## src/sv/multichannel_pwm_with_fade_defines.svh

```systemverilog
// assertion macros for the multichannel pwm block
// used by the top level only, expects clk and arst_n in scope
`ifndef MULTICHANNEL_PWM_WITH_FADE_DEFINES_SVH
`define MULTICHANNEL_PWM_WITH_FADE_DEFINES_SVH

// same-cycle implication, checked out of reset
`define PWMF_ASSERT_IMP(lbl, ante, cons, msg) \
	lbl: assert property (@(posedge clk) disable iff (!arst_n) (ante) |-> (cons)) \
		else $error(msg);

// next-cycle implication, checked out of reset
`define PWMF_ASSERT_NXT(lbl, ante, cons, msg) \
	lbl: assert property (@(posedge clk) disable iff (!arst_n) (ante) |=> (cons)) \
		else $error(msg);

`endif

```

## src/sv/pwmf_pkg.sv

```systemverilog
// shared types, codes and constants for the multichannel pwm block
// no dependencies; imported by every module of the block
`default_nettype none

package pwmf_pkg;

	localparam int NUM_CHANNELS = 16;
	localparam int CH_W = (NUM_CHANNELS > 1) ? $clog2(NUM_CHANNELS) : 1;
	localparam int OUT_CH = 16;

	// operation codes
	localparam logic [2:0] OP_TICK    = 3'd0;
	localparam logic [2:0] OP_SET     = 3'd1;
	localparam logic [2:0] OP_PERCENT = 3'd2;
	localparam logic [2:0] OP_POLE    = 3'd3;
	localparam logic [2:0] OP_FADE    = 3'd4;
	localparam logic [2:0] OP_RELEASE = 3'd5;

	// configuration register indexes
	localparam logic [1:0] CFG_DEFAULT_INV = 2'd0;
	localparam logic [1:0] CFG_FADE_NUM    = 2'd1;

	localparam logic [15:0] FADE_NUM_RST = 16'd4080;
	localparam logic [7:0]  DUTY_MAX     = 8'hFF;
	localparam logic [7:0]  PCT_MAX      = 8'd100;
	localparam logic [15:0] PCT_DIVISOR  = 16'd100;
	localparam logic [4:0]  DIV_STEPS    = 5'd16;

	// percent to duty as value * 255 / 100, done as multiply by 10445 / 4096
	// exact floor for every percent up to 100
	localparam logic [13:0] PCT_RECIP = 14'd10445;
	localparam int          PCT_SHIFT = 12;

	typedef struct packed {
		logic [2:0]  operation;
		logic [3:0]  channel;
		logic        all_channels;
		logic [7:0]  value;
		logic        hard_restart;
		logic        inverted;
		logic [15:0] fade_up_time;
		logic [15:0] fade_down_time;
	} in_t;

	typedef struct packed {
		logic [15:0] pin_levels;
		logic [15:0] pin_driven;
		logic [7:0]  phase;
	} out_t;

	// per-channel state record
	typedef struct packed {
		logic       active;
		logic       inverted;
		logic [7:0] target;
		logic [7:0] current;
		logic [7:0] rise;
		logic [7:0] fall;
		logic       level;
	} chan_t;

	// controls for the channel update unit
	typedef struct packed {
		logic [2:0] op;
		logic       all;
		logic       hit;
		logic [7:0] duty;
		logic       inv;
		logic [7:0] up;
		logic [7:0] down;
		logic       def_inv;
		logic [7:0] phase;
	} fade_ctl_t;

	typedef struct packed {
		logic        go;
		logic [15:0] dividend;
		logic [15:0] divisor;
	} div_req_t;

	typedef struct packed {
		logic        done;
		logic [15:0] quotient;
	} div_rsp_t;

endpackage

`default_nettype wire

```

## src/sv/multichannel_pwm_with_fade.sv

```systemverilog
// top level of the multichannel pwm generator with fade ramps
// depends on pwmf_pkg, pwmf_div, pwmf_fade and the defines header
//
//  channel   signals                              beat
//  command   start, busy, cmd                     start && !busy
//  result    done, res                            done (one cycle, no backpressure)
//  config    cfg_valid, cfg_ready, cfg_index/data cfg_valid && cfg_ready
//
// tick, set, percent, polarity and release walk the channel records: one channel record
// per cycle through the shared update unit, then a final state to form the result
// percent is scaled by a constant multiply at accept and adds no state
// fade first runs two serial divisions, rise rate then fall rate; unused op codes skip the walk
// reset clears all channel records at once; no clearing pass
// the result strobe is one cycle wide and cannot be held off; cfg_ready is always high
`default_nettype none

`include "multichannel_pwm_with_fade_defines.svh"

module multichannel_pwm_with_fade (
	input  wire logic           clk,
	input  wire logic           arst_n,
	input  wire logic           start,
	output logic                busy,
	input  wire pwmf_pkg::in_t  cmd,
	output logic                done,
	output pwmf_pkg::out_t      res,
	input  wire logic           cfg_valid,
	output logic                cfg_ready,
	input  wire logic [1:0]     cfg_index,
	input  wire logic [15:0]    cfg_data
);
	import pwmf_pkg::*;

	// sequencer codes
	localparam logic [1:0] ST_IDLE = 2'd0;
	localparam logic [1:0] ST_DIV  = 2'd1;
	localparam logic [1:0] ST_WALK = 2'd2;
	localparam logic [1:0] ST_FIN  = 2'd3;

	// which fade rate the divider is working on
	localparam logic [1:0] DV_UP   = 2'd1;
	localparam logic [1:0] DV_DOWN = 2'd2;

	logic [1:0]    state_q;
	logic [1:0]    dsel_q;
	logic          go_q;
	in_t           cmd_q;
	logic [7:0]    phase_q;
	logic [7:0]    duty_q;
	logic [7:0]    up_q;
	logic [7:0]    down_q;
	logic [CH_W-1:0] walk_q;
	logic          def_inv_q;
	logic [15:0]   fade_num_q;
	logic          done_q;
	out_t          res_q;
	chan_t         chan_q [NUM_CHANNELS];

	logic          accept;
	div_req_t      dreq;
	div_rsp_t      drsp;
	fade_ctl_t     fctl;
	chan_t         chan_rd;
	chan_t         chan_wr;
	logic [7:0]    rate;
	logic [15:0]   time_sel;
	logic          last_ch;
	logic [7:0]    pct_duty;

	assign accept    = start && !busy;
	assign busy      = (state_q != ST_IDLE);
	assign cfg_ready = 1'b1;
	assign done      = done_q;
	assign res       = res_q;

	// config registers, to be written while idle; the block itself does not enforce it
	always_ff @(posedge clk or negedge arst_n) begin
		if (!arst_n) begin
			def_inv_q  <= 1'b0;
			fade_num_q <= FADE_NUM_RST;
		end else if (cfg_valid && cfg_ready) begin
			unique case (cfg_index)
				CFG_DEFAULT_INV: def_inv_q  <= cfg_data[0];
				CFG_FADE_NUM:    fade_num_q <= cfg_data;
				default: begin
				end
			endcase
		end
	end

	// percent to duty by reciprocal multiply, only used for percents up to 100
	assign pct_duty = 8'(({12'd0, cmd.value} * {6'd0, PCT_RECIP}) >> PCT_SHIFT);

	// divider operands: fade numerator over the selected fade time
	assign time_sel = (dsel_q == DV_UP) ? cmd_q.fade_up_time : cmd_q.fade_down_time;

	always_comb begin
		dreq.go       = go_q;
		dreq.dividend = fade_num_q;
		dreq.divisor  = time_sel;
	end

	// rate saturates to 255, a zero time means jump
	always_comb begin
		if (time_sel == '0)
			rate = '0;
		else if (drsp.quotient[15:8] != '0)
			rate = DUTY_MAX;
		else
			rate = drsp.quotient[7:0];
	end

	pwmf_div u_div (
		.clk    (clk),
		.arst_n (arst_n),
		.req    (dreq),
		.rsp    (drsp)
	);

	// one channel record per cycle through the update unit
	assign chan_rd = chan_q[walk_q];
	assign last_ch = (walk_q == CH_W'(NUM_CHANNELS - 1));

	always_comb begin
		fctl.op      = cmd_q.operation;
		fctl.all     = cmd_q.all_channels;
		fctl.hit     = (8'(walk_q) == 8'(cmd_q.channel));
		fctl.duty    = duty_q;
		fctl.inv     = cmd_q.inverted;
		fctl.up      = up_q;
		fctl.down    = down_q;
		fctl.def_inv = def_inv_q;
		fctl.phase   = phase_q;
	end

	pwmf_fade u_fade (
		.cur (chan_rd),
		.ctl (fctl),
		.nxt (chan_wr)
	);

	// sequencer
	always_ff @(posedge clk or negedge arst_n) begin
		if (!arst_n) begin
			state_q <= ST_IDLE;
			dsel_q  <= DV_UP;
			go_q    <= 1'b0;
			phase_q <= DUTY_MAX;
			walk_q  <= '0;
			done_q  <= 1'b0;
		end else begin
			go_q   <= 1'b0;
			done_q <= 1'b0;
			unique case (state_q)
				ST_IDLE: begin
					if (accept) begin
						walk_q <= '0;
						// phase moves at the start of the item
						if (cmd.operation == OP_TICK)
							phase_q <= phase_q + 8'd1;
						else if ((cmd.operation == OP_SET || cmd.operation == OP_PERCENT) &&
							cmd.hard_restart)
							phase_q <= DUTY_MAX;
						priority if (cmd.operation == OP_FADE) begin
							dsel_q  <= DV_UP;
							go_q    <= 1'b1;
							state_q <= ST_DIV;
						end else if (cmd.operation == OP_TICK || cmd.operation == OP_SET ||
							cmd.operation == OP_PERCENT || cmd.operation == OP_POLE ||
							cmd.operation == OP_RELEASE) begin
							state_q <= ST_WALK;
						end else begin
							state_q <= ST_FIN;
						end
					end
				end
				ST_DIV: begin
					if (drsp.done) begin
						if (dsel_q == DV_UP) begin
							// second division for the fall rate
							dsel_q <= DV_DOWN;
							go_q   <= 1'b1;
						end else begin
							state_q <= ST_WALK;
						end
					end
				end
				ST_WALK: begin
					walk_q <= walk_q + CH_W'(1);
					if (last_ch)
						state_q <= ST_FIN;
				end
				ST_FIN: begin
					done_q  <= 1'b1;
					state_q <= ST_IDLE;
				end
				default: begin
					state_q <= ST_IDLE;
				end
			endcase
		end
	end

	// command payload and division results
	always_ff @(posedge clk) begin
		if (accept) begin
			cmd_q <= cmd;
			if (cmd.operation == OP_PERCENT)
				duty_q <= (cmd.value > PCT_MAX) ? DUTY_MAX : pct_duty;
			else
				duty_q <= cmd.value;
		end
		if (state_q == ST_DIV && drsp.done) begin
			unique case (dsel_q)
				DV_UP:   up_q   <= rate;
				DV_DOWN: down_q <= rate;
				default: begin
				end
			endcase
		end
	end

	// channel records, cleared by reset
	always_ff @(posedge clk or negedge arst_n) begin
		if (!arst_n) begin
			for (int i = 0; i < NUM_CHANNELS; i++)
				chan_q[i[CH_W-1:0]] <= '0;
		end else if (state_q == ST_WALK) begin
			chan_q[walk_q] <= chan_wr;
		end
	end

	// result beat; released or never used channels idle high
	always_ff @(posedge clk) begin
		if (state_q == ST_FIN) begin
			for (int i = 0; i < OUT_CH; i++) begin
				if (i < NUM_CHANNELS) begin
					res_q.pin_driven[i[3:0]] <= chan_q[i[CH_W-1:0]].active;
					res_q.pin_levels[i[3:0]] <= chan_q[i[CH_W-1:0]].active ?
						chan_q[i[CH_W-1:0]].level : 1'b1;
				end else begin
					res_q.pin_driven[i[3:0]] <= 1'b0;
					res_q.pin_levels[i[3:0]] <= 1'b0;
				end
			end
			res_q.phase <= phase_q;
		end
	end

	// a result beat only shows once the block is free again
	`PWMF_ASSERT_IMP(a_done_idle, done, !busy, "result while busy")
	// an accepted command keeps the block busy
	`PWMF_ASSERT_NXT(a_accept_busy, accept, busy, "accepted command did not start")
	// one result beat per command, the strobe is never held high
	`PWMF_ASSERT_NXT(a_done_single, done, !done, "result strobe held")
	// phase only moves when a command is taken
	`PWMF_ASSERT_NXT(a_phase_hold, busy, $stable(phase_q), "phase moved mid command")

endmodule

`default_nettype wire

```

## src/sv/pwmf_div.sv

```systemverilog
// serial restoring divider, one quotient bit per cycle
// depends on pwmf_pkg
`default_nettype none

module pwmf_div (
	input  wire logic              clk,
	input  wire logic              arst_n,
	input  wire pwmf_pkg::div_req_t req,
	output pwmf_pkg::div_rsp_t     rsp
);
	import pwmf_pkg::*;

	logic [15:0] rem_q;
	logic [15:0] quo_q;
	logic [15:0] div_q;
	logic [4:0]  cnt_q;
	logic        done_q;
	logic [17:0] diff;
	logic        neg;

	assign diff = {1'b0, rem_q, quo_q[15]} - {2'b00, div_q};
	assign neg  = diff[17];

	always_ff @(posedge clk or negedge arst_n) begin
		if (!arst_n) begin
			cnt_q  <= '0;
			done_q <= 1'b0;
		end else begin
			done_q <= 1'b0;
			if (req.go) begin
				cnt_q <= DIV_STEPS;
			end else if (cnt_q != '0) begin
				cnt_q  <= cnt_q - 5'd1;
				done_q <= (cnt_q == 5'd1);
			end
		end
	end

	always_ff @(posedge clk) begin
		if (req.go) begin
			rem_q <= '0;
			quo_q <= req.dividend;
			div_q <= req.divisor;
		end else if (cnt_q != '0) begin
			rem_q <= neg ? {rem_q[14:0], quo_q[15]} : diff[15:0];
			quo_q <= {quo_q[14:0], ~neg};
		end
	end

	assign rsp.done     = done_q;
	assign rsp.quotient = quo_q;

endmodule

`default_nettype wire

```

## src/sv/pwmf_fade.sv

```systemverilog
// channel update unit: applies one operation to one channel record
// depends on pwmf_pkg
`default_nettype none

module pwmf_fade (
	input  wire pwmf_pkg::chan_t     cur,
	input  wire pwmf_pkg::fade_ctl_t ctl,
	output pwmf_pkg::chan_t          nxt
);
	import pwmf_pkg::*;

	logic [8:0] sum;
	logic [7:0] stepped;
	logic [7:0] dec;

	// one fade step toward the target
	always_comb begin
		sum = {1'b0, cur.current} + {1'b0, cur.rise};
		dec = (cur.current >= cur.fall) ? (cur.current - cur.fall) : 8'd0;
		if (cur.target > cur.current && cur.rise != '0) begin
			stepped = (sum > {1'b0, cur.target}) ? cur.target : sum[7:0];
		end else if (cur.target < cur.current && cur.fall != '0) begin
			stepped = (dec < cur.target) ? cur.target : dec;
		end else begin
			stepped = cur.target;
		end
	end

	always_comb begin
		nxt = cur;
		unique case (ctl.op)
			OP_TICK: begin
				if (cur.active) begin
					if (ctl.phase == '0) begin
						nxt.current = stepped;
						nxt.level   = (stepped != '0) ^ cur.inverted;
					end else if (cur.current != '0 && cur.current != DUTY_MAX &&
						cur.current == ctl.phase) begin
						nxt.level = cur.inverted;
					end
				end
			end
			OP_SET, OP_PERCENT: begin
				if (ctl.all) begin
					if (cur.active)
						nxt.target = ctl.duty;
				end else if (ctl.hit) begin
					if (!cur.active) begin
						nxt.active   = 1'b1;
						nxt.inverted = ctl.def_inv;
						nxt.level    = ctl.def_inv;
					end
					nxt.target = ctl.duty;
				end
			end
			OP_POLE: begin
				if (cur.active && (ctl.all || ctl.hit))
					nxt.inverted = ctl.inv;
			end
			OP_FADE: begin
				if (cur.active && (ctl.all || ctl.hit)) begin
					nxt.rise = ctl.up;
					nxt.fall = ctl.down;
				end
			end
			OP_RELEASE: begin
				if (cur.active && ctl.hit) begin
					nxt.active   = 1'b0;
					nxt.inverted = 1'b0;
					nxt.rise     = '0;
					nxt.fall     = '0;
					nxt.level    = 1'b1;
				end
			end
			default: begin
				nxt = cur;
			end
		endcase
	end

endmodule

`default_nettype wire

```

## config.mk

```make
export PLATFORM = sky130hd
export DESIGN_NAME = multichannel_pwm_with_fade
export DESIGN_NICKNAME = d
export VERILOG_FILES = /design/src/sv/pwmf_pkg.sv /design/src/sv/multichannel_pwm_with_fade.sv /design/src/sv/pwmf_div.sv /design/src/sv/pwmf_fade.sv
export VERILOG_INCLUDE_DIRS = /design/src /design/src/sv
export SDC_FILE = /design/constraint.sdc
export NUM_CORES = 2
export LEC_CHECK = 0
export BUFFER_PORTS_ARGS = -buffer_cell sky130_fd_sc_hd__buf_2
export CORE_MARGIN = 8
export CORE_UTILIZATION = 63
export DETAILED_ROUTE_END_ITERATION = 16
export PLACE_DENSITY = 0.81
export SETUP_SLACK_MARGIN = 0.15
export SKIP_CTS_REPAIR_TIMING = 1
export SLEW_MARGIN = 0
export SYNTH_ARGS = -nofsm -noshare
export SYNTH_HDL_FRONTEND = slang
export SYNTH_SLANG_ARGS = --single-unit
```

## constraint.sdc

```tcl
create_clock -name clk -period 7.8 [get_ports clk]
set_clock_uncertainty 0.05 [all_clocks]
set_input_delay 1.17 -clock clk [delete_from_list [all_inputs] [get_ports clk]]
set_output_delay 1.17 -clock clk [all_outputs]
set_load 0.03 [all_outputs]
```

# Word level (Yosys, flattened, before mapping)
# Index checks and enable logic that the tools add are counted.
# totals
output_inout_bits	43
word_cells	308
reg_bits	754
# classes
n_lt_le_gt_ge	8
n_mul	1
n_addsub	6
mux	68
n_bitwise	3
n_reduce_logical	43
n_eq_ne	27
# op_table
op	count
560-bit bitwise mux	1
35-bit binary-select mux with 4-bit select	1
35-bit demux with 4-bit select	1
8-bit 2-to-1 mux	17
35-bit 2-to-1 mux	3
16-bit 2-to-1 mux	5
8-bit nonzero test	5
16-bit case mux with 2 select lines	1
2-bit 2-to-1 mux	11
8-bit by 14-bit multiplier with 20-bit output, second input constant	1
17-bit by 16-bit subtractor with 18-bit output	1
17-bit 2-to-1 mux	1
16-bit zero test	1
8-bit less-than comparator	2
1-bit 2-to-1 mux	16
3-bit by 2-bit equality test with 1-bit output, second input constant	4
3-bit equality test, second input constant	4
1-bit logical AND	10
10-bit 2-to-1 mux	1
5-bit 2-to-1 mux	2
2-bit inequality test, second input constant	5
2-bit AND reduction	5
2-bit nonzero test	5
8-bit by 8-bit adder with 9-bit output	1
38 further kinds	52

# Depth between registers and ports, before layout
# logic_depth
ltp_word	16
depth_mapped	30
depth_no_buf	24

# Modules after synthesis
# Synthesis repeated with hierarchy kept, for this count alone.
# unflattened
cells_unflattened	2595
hier_area_um2	37558.5
# by_module_without_submodules
module	area_per_inst_um2	n_inst	cells_per_inst	seq_area_each_um2
multichannel_pwm_with_fade	32097.0	1	1964	18063.6
pwmf_div	3110.5	1	291	1431.4
pwmf_fade	2351.0	1	340	0.0

# Least setup slack after synthesis
# No wires, ideal clock.
# synth_timing
path_kind	register -> register
from	register walk_q[1]
to	register chan_q[105] (netlist bit)
path_buffers	6
stages_incl_launch_ff	31
setup_ns	0.127
t_arrival_ns	6.094
path_slack_ns	1.529
cell_sequence	dfrtp_1 > buf_2 > buf_2 > buf_4 > buf_2 > mux4_2 > mux4_2 > inv_1 > ha_1 > fa_1 > nand2b_1 > a21o_1 > a21oi_1 > o21ai_1 > and2_1 > nor3_1 > ha_1 > a21oi_1 > o21ai_0 > nor2_1 > nor4b_1 > a21oi_2 > and3_4 > buf_6 > or3_1 > nand4_1 > o31a_1 > o311ai_2 > a21oi_2 > buf_6 > o21ai_2
# synth_via
elab_chain_cells	16
# synth_rtl
element	line_no	text
start: declaration	multichannel_pwm_with_fade.sv:52	logic [CH_W-1:0] walk_q;
start signal: assignment	multichannel_pwm_with_fade.sv:189	walk_q <= walk_q + CH_W'(1);
4-bit inverter with 5-bit output (not written as such)	multichannel_pwm_with_fade.sv:121, multichannel_pwm_with_fade.sv:229	
35-bit binary-select mux with 4-bit select	multichannel_pwm_with_fade.sv:121	assign chan_rd = chan_q[walk_q];
35-bit 2-to-1 mux (not written as such) (2 in series)	multichannel_pwm_with_fade.sv:121	
8-bit subtractor or 8-bit >= comparator (tied branches)	pwmf_fade.sv:19	dec = (cur.current >= cur.fall) ? (cur.current - cur.fall) : 8'd0;
8-bit 2-to-1 mux	pwmf_fade.sv:19	
8-bit less-than comparator	pwmf_fade.sv:23	stepped = (dec < cur.target) ? cur.target : dec;
8-bit 2-to-1 mux	pwmf_fade.sv:23	
8-bit 2-to-1 mux	pwmf_fade.sv:22	end else if (cur.target < cur.current && cur.fall != '0) begin
8-bit 2-to-1 mux	pwmf_fade.sv:20	if (cur.target > cur.current && cur.rise != '0) begin
8-bit nonzero test	pwmf_fade.sv:36	nxt.level = (stepped != '0) ^ cur.inverted;
1-bit bitwise XOR	pwmf_fade.sv:36	
1-bit 2-to-1 mux	pwmf_fade.sv:34	if (ctl.phase == '0) begin
1-bit 2-to-1 mux	pwmf_fade.sv:33	if (cur.active) begin
1-bit case mux with 3 select lines	pwmf_fade.sv:31	unique case (ctl.op)
560-bit bitwise mux *	multichannel_pwm_with_fade.sv:229	chan_q[walk_q] <= chan_wr;
end signal: indexed assignment	multichannel_pwm_with_fade.sv:229	
end: declaration	multichannel_pwm_with_fade.sv:57	chan_t chan_q [NUM_CHANNELS];
# Every way passes the cells marked *; elsewhere a longest branch is shown, timed or not. The select of a mux whose other input is x is not followed.
# A chain may end at the register's enable or synchronous reset.

# Final worst setup path
# layout_timing
from	register walk_q[0]
to	register chan_q[0] (netlist bit)
# The elaborated chain is that of the path after synthesis.

==> run summary <==
CP arrival = 7670 ps
Final Non-Filler Cells = 4053
Layout area overhead = 10.5%
number of max-cap violations = 0
Worst Path Max Fanout = 33
final WL = 94500 um
Synth async-reset ratio = 79.7%
ant diodes = 0
CP Capture Type = flip-flop
switching share of total power = 22.1%
Synth top area share = 40.8%
syn avg cell area = 11.2 um2
worst-skew pair later-pin latency = 630 ps
clock power share = 46.0%
min-delay worst type = flip-flop to flip-flop
CP max stage delay = 560 ps
cell taking the most area after synthesis = dfrtp_1
ys flop type = dfrtp_1
Slew HR = 13.4%
fill cell count = 3806
Ports = 115
DR vias/cell = 6.42
delay-heaviest family, CP = compound AO/OA/AOI/OAI gates
pwr/cell area = 204 mW/mm2
Clock transition at path regs = 60 ps
die width = 254 um
Core ar. = 0.0563 mm2
Synth area leaders = dfrtp_1, edfxtp_1, mux4_2
Placed Area = 0.0370 mm2
total power = 8.07 mW
Std-Cell Rows = 87
share of post-route cells with drive strength above 1 = 17.7%
H-tree Lvls = 3
Synth Net Count = 3417
VDD IR max = 0.000227 V
DRC violations left = 0
Slowest-stage cell, CP = a21oi_4
Post-Syn Instances = 3202
max frequency = 138 MHz
sequential group share of total power = 50.0%
CTS tree = built
final setup vio count = 0
Slew Limit Fails = 0
EDFF count, synth = 137
Final Hold Fails = 0
cts bufs inserted = 77
Slew @ Worst Pin = 1300 ps
Finished Cell Area = 0.0396 mm2
CTS root buffer = clkbuf_16
IO buf count = 113
Logic pwr share = 4.0%
initial antenna violation count = 0
dpl cells = 3909
Setup crit start kind = flip-flop
worst path bufs/invs = 1
GRT Overall Usage = 29.6%
sw power = 1.78 mW
setup TNS = 0 ps
DRT iter0 DRCs = 2658
Ys Warns = 0
DRT Pass-1 Iters = 6
# nets final = 3447
Starting Density = 63.6%
first-pass GRT wire length = 150000 um
Vias = 26000
period utilization = 92.8%
Die ar. = 0.0647 mm2
post-route ant nets = 0
WL per Instance = 23.3 um
Synth Cell Area = 0.0358 mm2
die height = 254 um
clk buf depth = 3
sequential cell area fraction in the yosys report = 54.4%
Synth Register Bits = 754
critical path type = flip-flop to flip-flop
clk sinks = 754
DPL Wire Length = 59600 um
post-layout min period = 7240 ps
setup repair after global routing missed its margin = no
total gr overflow = 0
Internal = 6.28 mW
GP Congestion = 0.945
WHS = 425 ps
outcome = finished, final reports clean
WP data required = 8220 ps
P_leak = 16.9 nW
largest net degree at the start of global routing = 211
vias in the first global route = 27200
post-synth cell types = 80
## sequential cells by signal, summed over array words and instances, names as in the netlist, 2 cells and up
| name | count |
|---|---|
| walk_q | 4 |
| fade_num_q | 16 |
| cmd_q | 41 |
| u_div.quo_q | 16 |
| dsel_q | 2 |
| u_div.rem_q | 16 |
| phase_q | 8 |
| duty_q | 8 |
| up_q | 8 |
| u_div.cnt_q | 5 |
| down_q | 8 |
| u_div.div_q | 16 |
| chan_q | 560 |
| res | 40 |
| state_q | 2 |
## cell usage in the layout (no fill, tap or decap), drive strengths merged, types with 18 or more instances in the layout
cell and count:
a21oi 45, a22oi 50, buf 178, clkbuf 110
clkinv 24, dfrtp 584, edfxtp 137, fa 18
ha 125, inv 112, mux2 50, mux2i 21
mux4 154, nand2 644, nand2b 25, nand3 38
nand4 20, nor2 78, nor3 32, o21ai 592
xnor2 29, xor2 18
## power by group through the flow
stage          clock, mW  sequential, mW  combinational, mW
2_1_floorplan          0            4.10              0.181
3_3_place_gp           0            4.11              0.299
3_5_place_dp           0            4.11              0.324
4_1_cts             3.74            4.03              0.327
5_1_grt             3.89            4.03              0.370
6_report            3.71            4.03              0.322
## per-layer routing
metal | share of wire, % | global-route usage, %
met1 | 38 | 38.3
met2 | 49 | 48.7
met3 | 8.6 | 6.12
met4 | 4.3 | 12.5
met5 | 0 | 0
## layout make-up
class                      instances  area, um2  share of cell area, %
inverter                         108        405                   1.02
tap                              756        946                   2.39
multi-input combinational       2113      15000                   38.0
clock inverter                    34        347                  0.876
clock buffer                     110       2210                   5.59
timing repair buffer             178       1140                   2.88
sequential                       754      19500                   49.3
## final timing paths
| check | start | to | slack [ps] | cells past startpoint |
|---|---|---|---|---|
| min in group asynchronous | arst_n | chan_q[120] | 550 | 1 |
| setup / recovery | walk_q[0] | chan_q[0] | 560 | 25 |
| max in group asynchronous | arst_n | chan_q[340] | 5510 | 2 |
| hold reg to reg | chan_q[61] | chan_q[61] | 420 | 2 |
| hold / removal | chan_q[61] | chan_q[61] | 420 | 2 |
| setup reg to reg | walk_q[0] | chan_q[0] | 560 | 25 |
## synthesized netlist by cell type, drive strengths merged, types with 7 or more instances
library cell,n
a211oi,16
a21o,9
a21oi,45
a22oi,50
and3,11
buf,44
clkbuf,183
dfrtp,584
dfstp,17
dfxtp,16
edfxtp,137
fa,18
ha,125
inv,108
mux2,50
mux2i,21
mux4,154
nand2,644
nand2b,25
nand3,38
nand4,20
nor2,78
nor2b,10
nor3,32
nor3b,10
nor4,17
o211ai,7
o21a,8
o21ai,592
o22a,7
xnor2,29
xor2,18
## worst register-to-register path: stages, from the launching register on
cell and delay, ps:
dfrtp_4 520, buf_12 300, mux4_2 580, a22oi_1 210, nand2_1 160, ha_1 250
fa_1 460, nand2b_1 180, a21o_1 200, a21oi_1 130, o21ai_1 160, and2_1 230
nor3_1 490, ha_1 360, a21oi_1 130, o21ai_0 120, nor2_1 150, nor4b_1 360
a21oi_2 190, and3_4 250, a22oi_4 140, o211ai_2 110, nor4_1 390, o311ai_2 200
a21oi_4 560, o21ai_0 200
## cell families (layout without fill, tap and decap cells)
logic type                 after synthesis  in the layout  synth area share [%]
muxes                                  225            225                  11.8
DFF                                    754            754                  54.4
adders and majority gates              143            143                  5.37
buffers and inverters                  335            430                  3.91
other                                    1              1                0.0105
AOI/OAI and AO/OA                      790            790                  12.5
xor gates and xnor gates                47             47                  1.15
and+or+nand+nor                        907            907                  10.8
## through the flow
step | utilization (%) | worst slack [ps]
detailed placement | 65.8 | 450
global route | 70.3 | 174
global placement | 65.8 | 549
finish | 70.3 | 558
CTS | 70.3 | 370
floorplan | - | 1530
No activity file was read; power rests on OpenSTA's default activity.
